## config.mk

```make
export PLATFORM = sky130hd
export DESIGN_NAME = bpa_ram
export DESIGN_NICKNAME = d
export VERILOG_FILES = /design/src/design/bpa_ram.sv
export SDC_FILE = /design/constraint.sdc
export NUM_CORES = 2
export LEC_CHECK = 0
export BUFFER_PORTS_ARGS = -buffer_cell sky130_fd_sc_hd__buf_2
export CORE_MARGIN = 2
export CORE_UTILIZATION = 40
export CTS_BUF_LIST = sky130_fd_sc_hd__clkbuf_16
export CTS_CLUSTER_DIAMETER = 80
export DETAILED_ROUTE_END_ITERATION = 7
export MAX_ROUTING_LAYER = met4
export SETUP_SLACK_MARGIN = 0.15
export SLEW_MARGIN = 20
export SYNTH_ARGS = -nofsm -noshare
export SYNTH_HDL_FRONTEND = slang
export SYNTH_SLANG_ARGS = --single-unit
```

## constraint.sdc

```tcl
create_clock -name clk -period 18.47 [get_ports clk]
set_input_delay 1.847 -clock clk [delete_from_list [all_inputs] [get_ports clk]]
set_output_delay 1.847 -clock clk [all_outputs]
set_load 0.01 [all_outputs]
```

## src/design/bpa_ram.sv

```systemverilog
// Generic single-port-write, registered-read RAM.
module bpa_ram #(
	parameter int WIDTH = 64,
	parameter int DEPTH = 64
) (
	input  logic                     clk,
	input  logic                     we,
	input  logic [$clog2(DEPTH)-1:0] waddr,
	input  logic [WIDTH-1:0]         wdata,
	input  logic [$clog2(DEPTH)-1:0] raddr,
	output logic [WIDTH-1:0]         rdata
);

	logic [WIDTH-1:0] mem [DEPTH];

	always_ff @(posedge clk) begin
		if (we)
			mem[waddr] <= wdata;
		rdata <= mem[raddr];
	end

endmodule

```

[After elaboration in Yosys (flattened, before gate mapping)]
Memory sizes are Yosys's and may differ from the RTL's. A register that Yosys moved wholly into a read port is not among the register bits.
Cells that the tools add are included.
Storage, ports and cells
  logic and storage cells: 3
  output and inout port bits: 64
  memories: 1
  register bits after elaboration: 0
  bits in writable memories: 4096
  bits of input ports: 78
Cells by class
  mux-type cells: 2
Memory list
  mem: words 64, bits a word 64, read ports 1, clocked after Yosys merged registers in 1, write ports 1, line 14  | logic [WIDTH-1:0] mem [DEPTH];
Operator list (count)
  2-to-1 mux 1 bit: 2

[Depth between registers and ports, before layout]
  depth after elaboration: 2
  mapped depth: 9
  gate-level depth less buffers: 5

[Least setup slack after synthesis]
No wires, ideal clock.
  kind: input to register
  from: in waddr[3]
  to: mem mem[48][0], enable pin
  stages: 4
  setup time: 0.564 ns
  setup slack: 11.187 ns
  buffers on the path: 1
  required time: 17.906 ns
  arrival: 6.719 ns
  cells stage by stage: clkbuf_1 -> nor2b_1 -> nand4b_1 -> nor3_1
RTL lines
  start, declared: line 8  | input logic [$clog2(DEPTH)-1:0] waddr,
  end, declared: line 14
Straight into the memory's write port.

==> impl_metrics.json <==
{
  "yosys.area.top_type": "edfxtp_1",
  "overflow": 0,
  "synth_area_um2": 156000,
  "via_per_inst": 6.08,
  "grt_pass1_vias": 75700,
  "track_usage_pct": 23.2,
  "yosys_warnings": 0,
  "synthSimpleGateAreaFrac_pct": 1.24,
  "leakagePower_nw": 55.2,
  "fmax_mhz": 167,
  "yosysTopAreaCellShare_pct": 78.7,
  "ys.flop_type": "edfxtp_1",
  "cts_max_level": 5,
  "totalWireLength_um": 452000,
  "hold_ws_ns": 0.832,
  "synth-seq-cells": 4160,
  "grt_pass1_wl_um": 621000,
  "fin_area_um2": 178000,
  "max_slew_margin_pct": 16.9,
  "drtIter0Drc": 11700,
  "post_cts_resized": 0,
  "ys_seq_area_share_pct": 79.5,
  "setup.worst_path.start_class": "primary input",
  "vias": 76500,
  "syn-num-nets": 6676,
  "hold_path_class": "flop to flop",
  "clock_path_buffers": 4,
  "skew_ns": 0.0564,
  "numPortBuffers": 141,
  "path_max_fanout": 67,
  "dp.final_hpwl_um": 233000,
  "period_needed_ns": 5.98,
  "cts_setup_buffers": 0,
  "finalCritPeriodShare_pct": 32.4,
  "worst_ep_arrival_time_ns": 6.84,
  "tritoncts": "done",
  "max_cap_violations": 0,
  "drc": 0,
  "fin_tns_setup_ns": 0,
  "final_hold_viol_count": 0,
  "top_usage_layer": "met2",
  "fin_cells": 12600,
  "routedWlPerCell_um": 35.9,
  "outcome": "complete, no violations",
  "slew_viol_final": 0,
  "antenna_found_initial": 60,
  "die_h_um": 629,
  "core_area_um2": 389000,
  "synth_area_leaders": "edfxtp_1 (79%), mux4_2 (15%), mux2i_1 (0.86%), dfxtp_1 (0.82%), a22oi_1 (0.81%)",
  "synth_enable_flop_cells": 4096,
  "synthAdderAreaFrac_pct": 0,
  "critPathRequiredTime_ns": 19.33,
  "synth_cell_types": 33,
  "use_met2_pct": 36.5,
  "fin_nets": 7079,
  "syn_avg_cell_area_um2": 23.7,
  "syn_to_final_growth_pct": 13.6,
  "ys_top_cells_by_count": "edfxtp_1 (4096), mux4_2 (1024), buf_2 (170), a22oi_1 (168), clkbuf_1 (140)",
  "gp_congestion": 0.793,
  "syn_inst": 6598,
  "rsz0062_at_grt": "false",
  "ant_nets": 0,
  "synth.area.mux_share_pct": 15.6,
  "dp.cells": 11800,
  "cts_hold_buffers": 0,
  "vdd_ir_drop_max_mv": 0.0925,
  "grt_max_degree": 122,
  "synth_compound_gate_area_share_pct": 2.48,
  "ioPinCount": 142,
  "tightest_slew_ns": 1.25,
  "met3_usage_pct": 4.21,
  "crit_type": "primary input to flop",
  "die_w_um": 629,
  "cts_buffers": 414,
  "met1_usage_pct": 31.5,
  "async_flop_share_pct": 0,
  "dr.pass1.iters": 6,
  "synth_top_family_by_area": "multiplexers",
  "drive_gt1_share_pct": 28.1,
  "cts.sinks": 4160,
  "finalSetupViolations": 0,
  "fill_cells": 32100,
  "fp-row-count": 229,
  "clkTransAtPathRegs_ns": 0.06,
  "placed_area_um2": 164000,
  "power_density_nw_per_um2": 110,
  "floorplan.initialDensity_pct": 40.2,
  "post-route-util_pct": 45.6,
  "root_buffer": "clkbuf_16",
  "die_area_um2": 396000,
  "yosysMostFrequentCell": "edfxtp_1",
  "end_kind": "flop",
  "synth_xor_area_share_pct": 0,
  "clock_latency_ns": 0.99
}
[where the power goes]
group          switching, mW  total (mW)  internal, mW
logic                  0.558       0.879         0.321
clock network           3.61        8.15          4.55
registers             0.0528        10.5          10.5
total                   4.22        19.5          15.3
[cell type report]
| cell class | instances | area [µm²] | share of cell area, % |
|---|---|---|---|
| well taps | 5197 | 6500 | 3.66 |
| inverters | 19 | 71.3 | 0.0402 |
| clock buffers | 418 | 10500 | 5.89 |
| repair buffers | 357 | 2710 | 1.52 |
| flip-flops and latches | 4160 | 124000 | 70.0 |
| clock inverters | 349 | 2640 | 1.48 |
| diodes | 38 | 95.1 | 0.0536 |
| multi-input cells | 2049 | 30800 | 17.3 |
[through the flow]
step,setup slack [ns],power (mW)
5_1_grt,12.31,20.1
2_1_floorplan,11.19,11.2
3_3_place_gp,11.47,11.6
4_1_cts,12.51,19.7
3_5_place_dp,11.46,11.6
6_report,12.49,19.5
[worst paths after layout]
kind	start	to	slack [ns]	depth (start not counted)
worst max register to register	mem[8][42]	rdata[42]	16.25	5
worst min register to register	mem[46][10]	rdata[10]	0.83	4
worst max-delay path	raddr[1]	rdata[10]	12.49	9
worst min-delay path	mem[46][10]	rdata[10]	0.83	4
[state kept, by name (all words and copies together), names as in the netlist]
| name | flops |
|---|---|
| mem | 4096 |
| rdata | 64 |
[layer usage]
layer	routed length [µm]	vias to the layer above
li1	-	29400
met4	12000	0
met5	0	-
met2	219000	4328
met3	44300	693
met1	177000	42100
[worst max-delay path, cell delays in order]
cell and delay, ns:
buf_8 0.43, buf_4 0.61, buf_4 0.74, buf_4 0.78, buf_4 0.91, mux4_2 0.61
o221ai_1 0.26, o22ai_1 0.17, and3_1 0.19
[cells by family (layout without fill, tap and decap cells)]
| group | after synthesis | after routing |
|---|---|---|
| AO/OA/AOI/OAI | 504 | 504 |
| buffers and inverters | 389 | 1143 |
| flip-flops | 4160 | 4160 |
| multiplexers | 1159 | 1159 |
| other | 0 | 38 |
| AND/OR/NAND/NOR | 386 | 386 |
[cell usage in the layout, fill, tap and decap left out, types with 38 or more instances in the layout]
cell type / Yosys / routed
edfxtp_1: 4096 / 4096
mux4_2: 1024 / 1024
clkbuf_16: 0 / 418
buf_4: 34 / 210
a22oi_1: 168 / 168
mux2i_1: 135 / 135
buf_2: 170 / 122
inv_1: 19 / 116
clkinv_1: 0 / 98
a22o_1: 88 / 88
o22ai_1: 83 / 83
clkinv_2: 0 / 79
nor2_4: 0 / 65
and3_1: 64 / 64
dfxtp_1: 64 / 64
a211oi_1: 63 / 61
nand2_1: 58 / 56
nor2_1: 112 / 47
nand3_1: 45 / 45
diode_2: 0 / 38
o221ai_1: 38 / 38
(Power assumes the default switching activity.)
